`src/rtl/core/ccr_pkg.sv`:
```
// ----------------------------------------------------------------------------
// ccr_pkg
// Shared types and constants for the chessboard corner reorder core.
// ----------------------------------------------------------------------------
package ccr_pkg;

  localparam int MAX_POINTS = 64;
  localparam int PT_AW      = $clog2(MAX_POINTS);
  localparam int COORD_BITS = 16;
  localparam int DIFF_BITS  = COORD_BITS + 1;
  localparam int CFG_BITS   = 6;
  localparam int CNT_BITS   = PT_AW + 1;

  localparam logic REG_BOARD_WIDTH  = 1'b0;
  localparam logic REG_BOARD_HEIGHT = 1'b1;

  localparam logic [CFG_BITS-1:0] BOARD_WIDTH_RST  = 6'd9;
  localparam logic [CFG_BITS-1:0] BOARD_HEIGHT_RST = 6'd6;

  typedef enum logic [3:0] {
    S_IDLE,
    S_CHECK,
    S_REJECT,
    S_WRD,
    S_WDAT,
    S_WSLOPE,
    S_ROUT_RD,
    S_ROUT_DAT,
    S_RIN_RD,
    S_RIN_DAT,
    S_EMIT_RD,
    S_EMIT_PT,
    S_EMIT_OUT
  } state_e;

  typedef enum logic [2:0] {
    SL_IDLE,
    SL_MUL1,
    SL_MUL2,
    SL_MUL3,
    SL_CMP
  } slope_step_e;

  typedef struct packed {
    logic done;
    logic lt;
    logic gt;
  } slope_res_t;

endpackage

```
`src/rtl/core/ccr_ram.sv`:
```
// ----------------------------------------------------------------------------
// ccr_ram
// Generic simple dual-port RAM: one write port, one read port, registered read.
// ----------------------------------------------------------------------------
module ccr_ram #(
  parameter int WIDTH = 32,
  parameter int DEPTH = 64
) (
  input  logic                     clk_i,
  input  logic                     we_i,
  input  logic [$clog2(DEPTH)-1:0] waddr_i,
  input  logic [WIDTH-1:0]         wdata_i,
  input  logic [$clog2(DEPTH)-1:0] raddr_i,
  output logic [WIDTH-1:0]         rdata_o
);

  logic [WIDTH-1:0] mem_q [DEPTH];

  always_ff @(posedge clk_i) begin
    if (we_i) begin
      mem_q[waddr_i] <= wdata_i;
    end
    rdata_o <= mem_q[raddr_i];
  end

endmodule

```
`src/rtl/core/ccr_slope.sv`:
```
// ----------------------------------------------------------------------------
// ccr_slope
// Multi-cycle slope comparator: one shared 17x17 multiplier, three products,
// then |dy1*dx2 - dy2*dx1| * 10 against |dx1*dx2|.
// ----------------------------------------------------------------------------
module ccr_slope (
  input  logic                                 clk_i,
  input  logic                                 rst_ni,
  input  logic                                 start_i,
  input  logic signed [ccr_pkg::DIFF_BITS-1:0] dx1_i,
  input  logic signed [ccr_pkg::DIFF_BITS-1:0] dy1_i,
  input  logic signed [ccr_pkg::DIFF_BITS-1:0] dx2_i,
  input  logic signed [ccr_pkg::DIFF_BITS-1:0] dy2_i,
  output ccr_pkg::slope_res_t                  res_o
);

  localparam int PW = 2 * ccr_pkg::DIFF_BITS;
  localparam int AW = PW + 1;
  localparam int CW = AW + 4;

  ccr_pkg::slope_step_e step_q, step_d;

  logic signed [ccr_pkg::DIFF_BITS-1:0] dx1_q, dy1_q, dx2_q, dy2_q;
  logic signed [ccr_pkg::DIFF_BITS-1:0] mul_a, mul_b;
  logic signed [PW-1:0] prod;
  logic signed [PW-1:0] m_q;
  logic signed [AW-1:0] a_q;
  logic [AW-1:0] num_abs;
  logic [PW-1:0] den_abs;
  logic [CW-1:0] num10, den_ext;
  logic v1, v2, lt_c, gt_c;
  logic done_q, lt_q, gt_q;

  always_comb begin
    case (step_q)
      ccr_pkg::SL_MUL1: begin mul_a = dy1_q; mul_b = dx2_q; end
      ccr_pkg::SL_MUL2: begin mul_a = dy2_q; mul_b = dx1_q; end
      default:          begin mul_a = dx1_q; mul_b = dx2_q; end
    endcase
  end

  assign prod = mul_a * mul_b;

  always_comb begin
    case (step_q)
      ccr_pkg::SL_IDLE: step_d = start_i ? ccr_pkg::SL_MUL1 : ccr_pkg::SL_IDLE;
      ccr_pkg::SL_MUL1: step_d = ccr_pkg::SL_MUL2;
      ccr_pkg::SL_MUL2: step_d = ccr_pkg::SL_MUL3;
      ccr_pkg::SL_MUL3: step_d = ccr_pkg::SL_CMP;
      default:          step_d = ccr_pkg::SL_IDLE;
    endcase
  end

  // final compare on registered numerator and denominator
  assign num_abs = a_q[AW-1] ? AW'(-a_q) : AW'(a_q);
  assign den_abs = m_q[PW-1] ? PW'(-m_q) : PW'(m_q);
  assign num10   = {1'b0, num_abs, 3'b000} + {3'b000, num_abs, 1'b0};
  assign den_ext = CW'(den_abs);
  assign v1      = (dx1_q == '0);
  assign v2      = (dx2_q == '0);
  assign lt_c    = (v1 & v2) | (~v1 & ~v2 & (num10 < den_ext));
  assign gt_c    = (v1 ^ v2) | (~v1 & ~v2 & (num10 > den_ext));

  always_ff @(posedge clk_i or negedge rst_ni) begin
    if (!rst_ni) begin
      step_q <= ccr_pkg::SL_IDLE;
      done_q <= 1'b0;
      lt_q   <= 1'b0;
      gt_q   <= 1'b0;
    end else begin
      step_q <= step_d;
      done_q <= (step_q == ccr_pkg::SL_CMP);
      if (step_q == ccr_pkg::SL_CMP) begin
        lt_q <= lt_c;
        gt_q <= gt_c;
      end
    end
  end

  always_ff @(posedge clk_i) begin
    if (start_i && step_q == ccr_pkg::SL_IDLE) begin
      dx1_q <= dx1_i;
      dy1_q <= dy1_i;
      dx2_q <= dx2_i;
      dy2_q <= dy2_i;
    end
    case (step_q)
      ccr_pkg::SL_MUL1: m_q <= prod;
      ccr_pkg::SL_MUL2: begin
        a_q <= AW'(m_q);
        m_q <= prod;
      end
      ccr_pkg::SL_MUL3: begin
        a_q <= a_q - AW'(m_q);
        m_q <= prod;
      end
      default: ;
    endcase
  end

  assign res_o.done = done_q;
  assign res_o.lt   = lt_q;
  assign res_o.gt   = gt_q;

endmodule

```
`src/rtl/core/chessboard_corner_reorder_core.sv`:
```
// ----------------------------------------------------------------------------
// chessboard_corner_reorder_core
// Collects chessboard corners, checks layout and collinearity, sorts groups
// and points, and emits the corners in row-major order or a rejection.
// ----------------------------------------------------------------------------
// Loading: one corner per cycle while busy is low; no result for a non-last item.
// After the last corner: a slope test per point walked past the first two of a group,
// then rank compares with an extra step per ranked element
// (groups^2 + n*len compares), then the results; a rejection follows the check
// after the last corner or comes right after the failing slope test. One set at a time.
// Reset: count, overflow flag, 9 x 6 registers, idle sequencer; receiver cannot stall.
module chessboard_corner_reorder_core (
  input  logic                                clk_i,
  input  logic                                rst_ni,
  input  logic                                start,
  output logic                                busy,
  input  logic [ccr_pkg::COORD_BITS-1:0]      x_i,
  input  logic [ccr_pkg::COORD_BITS-1:0]      y_i,
  input  logic                                last_i,
  input  logic                                cfg_we_i,
  input  logic                                cfg_idx_i,
  input  logic [ccr_pkg::CFG_BITS-1:0]        cfg_wdata_i,
  output logic                                out_valid_o,
  output logic [ccr_pkg::COORD_BITS-1:0]      out_x_o,
  output logic [ccr_pkg::COORD_BITS-1:0]      out_y_o,
  output logic                                status_o,
  output logic                                end_of_set_o
);

  localparam int CB = ccr_pkg::COORD_BITS;
  localparam int AW = ccr_pkg::PT_AW;
  localparam int DB = ccr_pkg::DIFF_BITS;
  localparam int GB = AW - 1;              // group / rank index bits
  localparam int MB = GB + ccr_pkg::CFG_BITS;

  ccr_pkg::state_e state_q, state_d;

  logic [ccr_pkg::CFG_BITS-1:0] bw_q, bh_q;
  logic [ccr_pkg::CNT_BITS-1:0] cnt_q;
  logic                         ovf_q;
  logic                         layout_q, cols_q, pm_q;
  logic [ccr_pkg::CFG_BITS-1:0] groups_q, len_q;
  logic [AW-1:0]                base_q, idx_q, pos_q;
  logic [GB-1:0]                g_q, o_q, j_q, rcnt_q;
  logic [GB-1:0]                grank_q [2**GB];
  logic [CB-1:0]                prev_x_q, prev_y_q, okey_q;
  logic signed [DB-1:0]         dx1_q, dy1_q;

  // memories
  logic                pt_we;
  logic [AW-1:0]       pt_raddr;
  logic [2*CB-1:0]     pt_rdata;
  logic                oi_we;
  logic [AW-1:0]       oi_waddr;
  logic [AW-1:0]       oi_wdata;
  logic [AW-1:0]       oi_rdata;

  logic [CB-1:0] rd_x, rd_y;
  assign rd_x = pt_rdata[2*CB-1:CB];
  assign rd_y = pt_rdata[CB-1:0];

  ccr_ram #(.WIDTH(2 * CB), .DEPTH(ccr_pkg::MAX_POINTS)) u_point_ram (
    .clk_i   (clk_i),
    .we_i    (pt_we),
    .waddr_i (cnt_q[AW-1:0]),
    .wdata_i ({x_i, y_i}),
    .raddr_i (pt_raddr),
    .rdata_o (pt_rdata)
  );

  ccr_ram #(.WIDTH(AW), .DEPTH(ccr_pkg::MAX_POINTS)) u_order_ram (
    .clk_i   (clk_i),
    .we_i    (oi_we),
    .waddr_i (oi_waddr),
    .wdata_i (oi_wdata),
    .raddr_i (pos_q),
    .rdata_o (oi_rdata)
  );

  // slope unit
  logic                slope_start;
  logic signed [DB-1:0] seg_dx, seg_dy;
  ccr_pkg::slope_res_t slope_res;

  assign seg_dx = DB'(signed'({1'b0, rd_x})) - DB'(signed'({1'b0, prev_x_q}));
  assign seg_dy = DB'(signed'({1'b0, rd_y})) - DB'(signed'({1'b0, prev_y_q}));

  ccr_slope u_slope (
    .clk_i   (clk_i),
    .rst_ni  (rst_ni),
    .start_i (slope_start),
    .dx1_i   (dx1_q),
    .dy1_i   (dy1_q),
    .dx2_i   (seg_dx),
    .dy2_i   (seg_dy),
    .res_o   (slope_res)
  );

  // shared control terms
  logic                          accept;
  logic [2*ccr_pkg::CFG_BITS-1:0] area;
  logic                          reject_c;
  logic [ccr_pkg::CFG_BITS-1:0]  walk_m, rank_n;
  logic                          walk_last, g_last, j_last, o_last, emit_last;
  logic [MB-1:0]                 prod_o, prod_j, prod_pos;
  logic [AW-1:0]                 addr_o, addr_j;
  logic                          key_y, ahead;
  logic [CB-1:0]                 rkey;
  logic [GB-1:0]                 rank_now, grk;

  assign busy   = (state_q != ccr_pkg::S_IDLE);
  assign accept = start & ~busy;
  assign area   = bw_q * bh_q;
  assign reject_c = ovf_q | (bw_q < 6'd2) | (bh_q < 6'd2) | (bw_q == bh_q) |
                    ((2*ccr_pkg::CFG_BITS)'(cnt_q) != area);

  assign walk_m    = layout_q ? 6'd3 : len_q;
  assign walk_last = ({1'b0, idx_q[AW-2:0]} == walk_m - 6'd1) && !idx_q[AW-1];
  assign g_last    = ({1'b0, g_q} == groups_q - 6'd1);
  assign rank_n    = pm_q ? len_q : groups_q;
  assign j_last    = ({1'b0, j_q} == rank_n - 6'd1);
  assign o_last    = ({1'b0, o_q} == rank_n - 6'd1);
  assign emit_last = ({1'b0, pos_q} == cnt_q - 7'd1);

  // group g's base is g*len; point e of group g sits at g*len + e
  assign prod_o = MB'(pm_q ? g_q : o_q) * MB'(len_q);
  assign prod_j = MB'(pm_q ? g_q : j_q) * MB'(len_q);
  assign addr_o = prod_o[AW-1:0] + (pm_q ? {1'b0, o_q} : '0);
  assign addr_j = prod_j[AW-1:0] + (pm_q ? {1'b0, j_q} : '0);

  // y keys sort descending, x keys ascending
  assign key_y    = ~(cols_q ^ pm_q);
  assign rkey     = key_y ? rd_y : rd_x;
  assign ahead    = (key_y ? (rkey > okey_q) : (rkey < okey_q)) |
                    ((rkey == okey_q) & (j_q < o_q));
  assign rank_now = rcnt_q + GB'(ahead);
  assign grk      = grank_q[g_q];

  // columns: row r, column grk; rows: row grk, column r; row length is width
  assign prod_pos = MB'(cols_q ? rank_now : grk) * MB'(bw_q);
  assign oi_waddr = prod_pos[AW-1:0] + {1'b0, (cols_q ? grk : rank_now)};
  assign oi_wdata = addr_o;

  // next state
  always_comb begin
    state_d = state_q;
    case (state_q)
      ccr_pkg::S_IDLE:     if (accept && last_i) state_d = ccr_pkg::S_CHECK;
      ccr_pkg::S_CHECK:    state_d = reject_c ? ccr_pkg::S_REJECT : ccr_pkg::S_WRD;
      ccr_pkg::S_REJECT:   state_d = ccr_pkg::S_IDLE;
      ccr_pkg::S_WRD:      state_d = ccr_pkg::S_WDAT;
      ccr_pkg::S_WDAT: begin
        if (idx_q >= 6'd2) state_d = ccr_pkg::S_WSLOPE;
        else if (walk_last) state_d = g_last ? ccr_pkg::S_ROUT_RD : ccr_pkg::S_WRD;
        else state_d = ccr_pkg::S_WRD;
      end
      ccr_pkg::S_WSLOPE: begin
        if (slope_res.done) begin
          if (layout_q) state_d = ccr_pkg::S_WRD;
          else if (slope_res.gt) state_d = ccr_pkg::S_REJECT;
          else if (walk_last) state_d = g_last ? ccr_pkg::S_ROUT_RD : ccr_pkg::S_WRD;
          else state_d = ccr_pkg::S_WRD;
        end
      end
      ccr_pkg::S_ROUT_RD:  state_d = ccr_pkg::S_ROUT_DAT;
      ccr_pkg::S_ROUT_DAT: state_d = ccr_pkg::S_RIN_RD;
      ccr_pkg::S_RIN_RD:   state_d = ccr_pkg::S_RIN_DAT;
      ccr_pkg::S_RIN_DAT: begin
        if (!j_last) state_d = ccr_pkg::S_RIN_RD;
        else if (o_last && pm_q && g_last) state_d = ccr_pkg::S_EMIT_RD;
        else state_d = ccr_pkg::S_ROUT_RD;
      end
      ccr_pkg::S_EMIT_RD:  state_d = ccr_pkg::S_EMIT_PT;
      ccr_pkg::S_EMIT_PT:  state_d = ccr_pkg::S_EMIT_OUT;
      ccr_pkg::S_EMIT_OUT: state_d = emit_last ? ccr_pkg::S_IDLE : ccr_pkg::S_EMIT_RD;
      default:             state_d = ccr_pkg::S_IDLE;
    endcase
  end

  // outputs and memory controls
  always_comb begin
    pt_we        = accept & ~cnt_q[AW];
    pt_raddr     = base_q + idx_q;
    oi_we        = 1'b0;
    slope_start  = 1'b0;
    out_valid_o  = 1'b0;
    out_x_o      = '0;
    out_y_o      = '0;
    status_o     = 1'b0;
    end_of_set_o = 1'b0;
    case (state_q)
      ccr_pkg::S_WDAT:    slope_start = (idx_q >= 6'd2);
      ccr_pkg::S_ROUT_RD: pt_raddr = addr_o;
      ccr_pkg::S_RIN_RD:  pt_raddr = addr_j;
      ccr_pkg::S_RIN_DAT: oi_we = j_last & pm_q;
      ccr_pkg::S_EMIT_PT: pt_raddr = oi_rdata;
      ccr_pkg::S_REJECT: begin
        out_valid_o  = 1'b1;
        status_o     = 1'b1;
        end_of_set_o = 1'b1;
      end
      ccr_pkg::S_EMIT_OUT: begin
        out_valid_o  = 1'b1;
        out_x_o      = rd_x;
        out_y_o      = rd_y;
        end_of_set_o = emit_last;
      end
      default: ;
    endcase
  end

  // control registers
  always_ff @(posedge clk_i or negedge rst_ni) begin
    if (!rst_ni) begin
      state_q  <= ccr_pkg::S_IDLE;
      bw_q     <= ccr_pkg::BOARD_WIDTH_RST;
      bh_q     <= ccr_pkg::BOARD_HEIGHT_RST;
      cnt_q    <= '0;
      ovf_q    <= 1'b0;
      layout_q <= 1'b0;
      cols_q   <= 1'b0;
      pm_q     <= 1'b0;
      groups_q <= '0;
      len_q    <= '0;
      base_q   <= '0;
      idx_q    <= '0;
      pos_q    <= '0;
      g_q      <= '0;
      o_q      <= '0;
      j_q      <= '0;
      rcnt_q   <= '0;
    end else begin
      state_q <= state_d;
      if (cfg_we_i) begin
        if (cfg_idx_i == ccr_pkg::REG_BOARD_WIDTH) bw_q <= cfg_wdata_i;
        else bh_q <= cfg_wdata_i;
      end
      case (state_q)
        ccr_pkg::S_IDLE: begin
          if (accept) begin
            if (!cnt_q[AW]) cnt_q <= cnt_q + 7'd1;
            else ovf_q <= 1'b1;
          end
        end
        ccr_pkg::S_CHECK: begin
          base_q   <= bw_q - 6'd2;
          idx_q    <= '0;
          layout_q <= 1'b1;
        end
        ccr_pkg::S_REJECT: begin
          cnt_q <= '0;
          ovf_q <= 1'b0;
        end
        ccr_pkg::S_WDAT: begin
          if (idx_q < 6'd2) begin
            if (walk_last) begin
              idx_q  <= '0;
              base_q <= base_q + len_q;
              g_q    <= g_q + 5'd1;
              pm_q   <= 1'b0;
              o_q    <= '0;
            end else begin
              idx_q <= idx_q + 6'd1;
            end
          end
        end
        ccr_pkg::S_WSLOPE: begin
          if (slope_res.done) begin
            if (layout_q) begin
              layout_q <= 1'b0;
              cols_q   <= slope_res.lt;
              groups_q <= slope_res.lt ? bw_q : bh_q;
              len_q    <= slope_res.lt ? bh_q : bw_q;
              g_q      <= '0;
              base_q   <= '0;
              idx_q    <= '0;
            end else if (walk_last) begin
              idx_q  <= '0;
              base_q <= base_q + len_q;
              g_q    <= g_q + 5'd1;
              pm_q   <= 1'b0;
              o_q    <= '0;
            end else begin
              idx_q <= idx_q + 6'd1;
            end
          end
        end
        ccr_pkg::S_ROUT_DAT: begin
          j_q    <= '0;
          rcnt_q <= '0;
        end
        ccr_pkg::S_RIN_DAT: begin
          rcnt_q <= rank_now;
          j_q    <= j_q + 5'd1;
          if (j_last) begin
            o_q <= o_q + 5'd1;
            if (o_last) begin
              o_q   <= '0;
              pos_q <= '0;
              if (!pm_q) begin
                pm_q <= 1'b1;
                g_q  <= '0;
              end else begin
                g_q <= g_q + 5'd1;
              end
            end
          end
        end
        ccr_pkg::S_EMIT_OUT: begin
          pos_q <= pos_q + 6'd1;
          if (emit_last) begin
            cnt_q <= '0;
            ovf_q <= 1'b0;
          end
        end
        default: ;
      endcase
    end
  end

  // payload registers
  always_ff @(posedge clk_i) begin
    if (state_q == ccr_pkg::S_WDAT) begin
      prev_x_q <= rd_x;
      prev_y_q <= rd_y;
      if (idx_q == 6'd1) begin
        dx1_q <= seg_dx;
        dy1_q <= seg_dy;
      end
    end
    if (state_q == ccr_pkg::S_ROUT_DAT) okey_q <= rkey;
    if (state_q == ccr_pkg::S_RIN_DAT && j_last && !pm_q) grank_q[o_q] <= rank_now;
  end

  // checks
  a_reject_ends_set: assert property (@(posedge clk_i) disable iff (!rst_ni)
    out_valid_o && status_o |-> end_of_set_o)
    else $error("rejection not marked end of set");

  a_reject_zero: assert property (@(posedge clk_i) disable iff (!rst_ni)
    out_valid_o && status_o |-> (out_x_o == '0) && (out_y_o == '0))
    else $error("rejection carries coordinates");

  a_count_bound: assert property (@(posedge clk_i) disable iff (!rst_ni)
    cnt_q <= 7'(ccr_pkg::MAX_POINTS))
    else $error("point count beyond store");

  a_last_busy: assert property (@(posedge clk_i) disable iff (!rst_ni)
    accept && last_i |=> busy && (state_q == ccr_pkg::S_CHECK))
    else $error("last item did not start processing");

  a_end_clears: assert property (@(posedge clk_i) disable iff (!rst_ni)
    out_valid_o && end_of_set_o |=> (cnt_q == '0) && !ovf_q && !busy)
    else $error("set end did not clear count");

endmodule
```
`config.mk`:
```
export PLATFORM = sky130hd
export DESIGN_NAME = chessboard_corner_reorder_core
export DESIGN_NICKNAME = d
export VERILOG_FILES = /design/src/rtl/core/ccr_pkg.sv /design/src/rtl/core/ccr_ram.sv /design/src/rtl/core/ccr_slope.sv /design/src/rtl/core/chessboard_corner_reorder_core.sv
export SDC_FILE = /design/constraint.sdc
export NUM_CORES = 2
export LEC_CHECK = 0
export BUFFER_PORTS_ARGS = -buffer_cell sky130_fd_sc_hd__buf_4
export CAP_MARGIN = 20
export CORE_ASPECT_RATIO = 2
export CORE_MARGIN = 2
export CORE_UTILIZATION = 40
export DETAILED_ROUTE_END_ITERATION = 7
export PLACE_DENSITY = 0.58
export SLEW_MARGIN = 20
export SYNTH_ARGS = -nofsm -noshare
export SYNTH_HDL_FRONTEND = slang
export SYNTH_HIERARCHICAL = 1
export SYNTH_SLANG_ARGS = --single-unit
```
`constraint.sdc`:
```
create_clock -name clk_i -period 20.1 [get_ports clk_i]
set_clock_uncertainty 0.2 [all_clocks]
set_input_delay 4.02 -clock clk_i [delete_from_list [all_inputs] [get_ports clk_i]]
set_output_delay 4.02 -clock clk_i [all_outputs]
set_load 0.01 [all_outputs]
```
==> results.sh <==
export IMPL_status="finished, final reports clean"
export IMPL_cts_buffers=268
export IMPL_p_leak_nw=48.7
export IMPL_hp_class="flip-flop to flip-flop"
export IMPL_cts_hold_buf=0
export IMPL_ys_warn_count=6
export IMPL_peakVddDrop_v=0.0000607
export IMPL_r2r_end="u_order_ram/mem_q[33][2]"
export IMPL_p_total_mw=12.2
export IMPL_synth_ff_type="edfxtp_1"
export IMPL_numClockSinks=2932
export IMPL_die_height_um=825
export IMPL_cts_max_level=5
export IMPL_arrival_ns=10.54
export IMPL_crit_top_cell="a21o_1"
export IMPL_startpoint_type="flip-flop"
export IMPL_min_period_over_period=0.510
export IMPL_drive_gt1_frac=0.179
export IMPL_path_clk_slew_ns=0.07
export IMPL_cap_violations=0
export IMPL_synth_seq_cells=2932
export IMPL_cts_setup_buffers=0
export IMPL_hold_viol_final=0
export IMPL_antenna_found_initial=27
export IMPL_num_rows=301
export IMPL_vias_per_cell=5.72
export IMPL_critPathMaxFanout=33
export IMPL_critPathKind="flip-flop to flip-flop"
export IMPL_slowest_delay_ns=0.86
export IMPL_max_freq_mhz=97.5
export IMPL_required_ns=20.38
export IMPL_fin_crit_ns=10.25
export IMPL_crit_path_top_delay_cell="dfrtp_1"
export IMPL_die_width_um=415
export IMPL_cts_tree="built"
export IMPL_clockBufferDepth=4
export IMPL_gr_total_overflow=0
export IMPL_synth_edf_count=2811
export IMPL_route_detailed_drc=0
export IMPL_ys_seq_area_frac=0.647
export IMPL_grt_max_degree=110
export IMPL_regArea_um2=87300
export IMPL_layout_nets=8967
export IMPL_die_area_um2=342000
export IMPL_gp_congestion=0.885
export IMPL_cp_end_kind="flip-flop"
export IMPL_syn_area_um2=135000
export IMPL_crit_start="cols_q"
export IMPL_grtUsageTotal=0.223
export IMPL_post_cts_resize_count=0
export IMPL_cts_root_buf="clkbuf_16"
export IMPL_synth_fp_nets=8787
export IMPL_p_per_area_nw_per_um2=81.0
export IMPL_grt_pass1_vias=78100
export IMPL_io_buffers=79
export IMPL_rr_worst_depth=30
export IMPL_syn_to_final_growth_pct=11.3
export IMPL_vias=73500
export IMPL_relSlewSlack=0.241
export IMPL_drt_first_pass_iters=5
export IMPL_ios=80
export IMPL_rsz0062_at_grt="false"
export IMPL_rr_startpoint="cols_q"
export IMPL_fill_cells=29100
export IMPL_holdWs_ns=0.204
export IMPL_drt_wl_total_um=384000
export IMPL_min_path_cells=0
export IMPL_worstHoldStart="dy1_q[8]"
export IMPL_syn_area_per_cell_um2=16.7
export IMPL_synth_distinct_cells=96
export IMPL_ff2ff_setup_slack_ns=9.85
export IMPL_tns_ns=0
export IMPL_crit_end="u_order_ram/mem_q[33][2]"
export IMPL_async_reset_ff_frac=0.0283
export IMPL_dpl_hpwl_um=258000
export IMPL_drv_slew=0
export IMPL_clk_insertion_delay_late_ns=0.88
export IMPL_setup_violations=0
export IMPL_first_iter_violations=5981
export IMPL_syn_inst=8075
export IMPL_core_area_um2=336000
export IMPL_start_util=0.402
export IMPL_final_antenna_net_count=0
export IMPL_routedWlPerCell_um=29.9
export IMPL_grt_pass1_wl_um=549000
export IMPL_multiInputGateArea_um2=44800
export IMPL_worst_pin_slew_ns=1.13
[cell families (layout without fill, tap and decap cells)]
logic type	after synthesis	after routing	share of synthesized area
flops	2932	2932	0.647
other cells	0	18	0
buf+inv	851	1228	0.0262
mux	903	903	0.130
fa+ha+maj	668	668	0.0812
simple gates	1506	1506	0.0517
xor+xnor	271	271	0.0179
compound gates	944	944	0.0462
[sequential cells by signal, indices dropped and copies added, names as in the netlist, 7 cells and up]
register,count
cnt_q,7
dx1_q,17
dy1_q,17
grank_q,160
okey_q,16
prev_x_q,16
prev_y_q,16
u_order_ram/mem_q,384
u_point_ram/mem_q,2048
u_point_ram/rdata_o,32
u_slope/a_q,35
u_slope/dx1_q,17
u_slope/dx2_q,17
u_slope/dy1_q,17
u_slope/dy2_q,17
u_slope/m_q,34
[stage by stage]
| step | area [um2] | setup WS, ns | std cells | util |
|---|---|---|---|---|
| 4_1_cts | 150000 | 9.81 | 12800 | 0.447 |
| 6_report | 150000 | 9.85 | 12900 | 0.447 |
| 2_1_floorplan | 135000 | 10.55 | 8075 | - |
| 3_3_place_gp | 141000 | 9.94 | 12400 | 0.421 |
| 3_5_place_dp | 141000 | 9.89 | 12400 | 0.421 |
| 5_1_grt | 150000 | 9.33 | 12800 | 0.447 |
[placed cells by master, fill, tap and decap left out, types with 23 or more instances in the layout]
master and count:
xor2_1 57, nor3_1 48, mux4_2 675, xnor2_1 207, nor2b_1 59, o22ai_1 100
mux2i_1 178, o21a_1 38, clkinv_1 43, inv_1 495, buf_4 255, clkbuf_16 274
nand2_1 404, ha_1 319, o221ai_1 33, nor2_1 493, a21oi_1 225, bufinv_16 26
a22oi_1 27, edfxtp_1 2811, a221oi_1 24, o31ai_1 29, dfxtp_1 38, clkinv_2 49
a31oi_1 23, nand3_1 85, clkbuf_1 36, nand4_1 32, and2_1 113, o21ai_0 174
a21o_1 78, mux2_2 46, nand2b_1 53, dfrtp_1 75, nor2_4 63, fa_1 346
[how the worst min path moves through the flow]
stage	endpoint	slack (ns)
after floorplan	u_slope/dx1_q[0]	0.20
after global placement	u_slope/dy1_q[8]	0.20
after detailed placement	u_slope/dy1_q[8]	0.21
after CTS	u_slope/dy1_q[8]	0.21
after global routing	u_slope/dy1_q[8]	0.22
final	u_slope/dy1_q[8]	0.20
[critical path: cells and delay by family (launching register included)]
kind	cells	cell delay (ns)
simple gates	5	1.58
xor+xnor	5	1.19
fa+ha+maj	7	2.71
mux	1	0.39
buf+inv	3	1.07
compound gates	9	1.83
flops	1	0.86
[Yosys cell counts, types with 16 or more instances]
library cell  number  area share
a211oi_1          21      0.0012
a21o_1            78      0.0043
a21oi_1          225      0.0083
a221o_1           17      0.0013
a221oi_1          24      0.0016
a22oi_1           27      0.0015
a31oi_1           23      0.0011
and2_1           113      0.0052
and3_1            16     0.00074
buf_1             33     0.00092
buf_2             75      0.0028
buf_4             37      0.0021
clkbuf_1         195      0.0054
dfrtp_1           79       0.015
dfxtp_1           38      0.0056
edfxtp_1        2811        0.63
fa_1             346       0.051
ha_1             322       0.030
inv_1            497       0.014
mux2_2            46      0.0038
mux2i_1          179       0.013
mux4_2           675        0.11
nand2_1          405       0.011
nand2b_1          55      0.0026
nand3_1           85      0.0032
nand4_1           32      0.0015
nor2_1           558       0.016
nor2b_1           62      0.0029
nor3_1            55      0.0020
nor4_1            21     0.00097
o211ai_1          22      0.0012
o21a_1            38      0.0021
o21ai_0          176      0.0065
o221ai_1          36      0.0023
o22ai_1          100      0.0046
o31ai_1           29      0.0016
or3_1             22      0.0010
xnor2_1          209       0.014
xor2_1            59      0.0038
[metal layers]
| layer | vias to the layer above | GRT usage | share of wire |
|---|---|---|---|
| met5 | - | 0 | 0.00021 |
| met3 | 814 | 0.0249 | 0.044 |
| met2 | 2262 | 0.434 | 0.56 |
| met4 | 12 | 0.126 | 0.064 |
| met1 | 39000 | 0.228 | 0.33 |
| li1 | 31400 | - | - |
[layout make-up]
| type | count | share of cell area |
|---|---|---|
| multi-input cells | 4292 | 0.298 |
| clock inverters | 155 | 0.0105 |
| inverters | 498 | 0.0124 |
| well taps | 4393 | 0.0366 |
| flip-flops and latches | 2932 | 0.581 |
| diodes | 18 | 0.000300 |
| repair buffers | 263 | 0.0138 |
| clock buffers | 312 | 0.0467 |
[where the power goes]
group / internal (mW) / switching [mW]
Combinational: 0.101 / 0.225
Clock: 2.86 / 2.29
Sequential: 6.66 / 0.0181
Note: power is estimated with default switching activity, not from simulation.
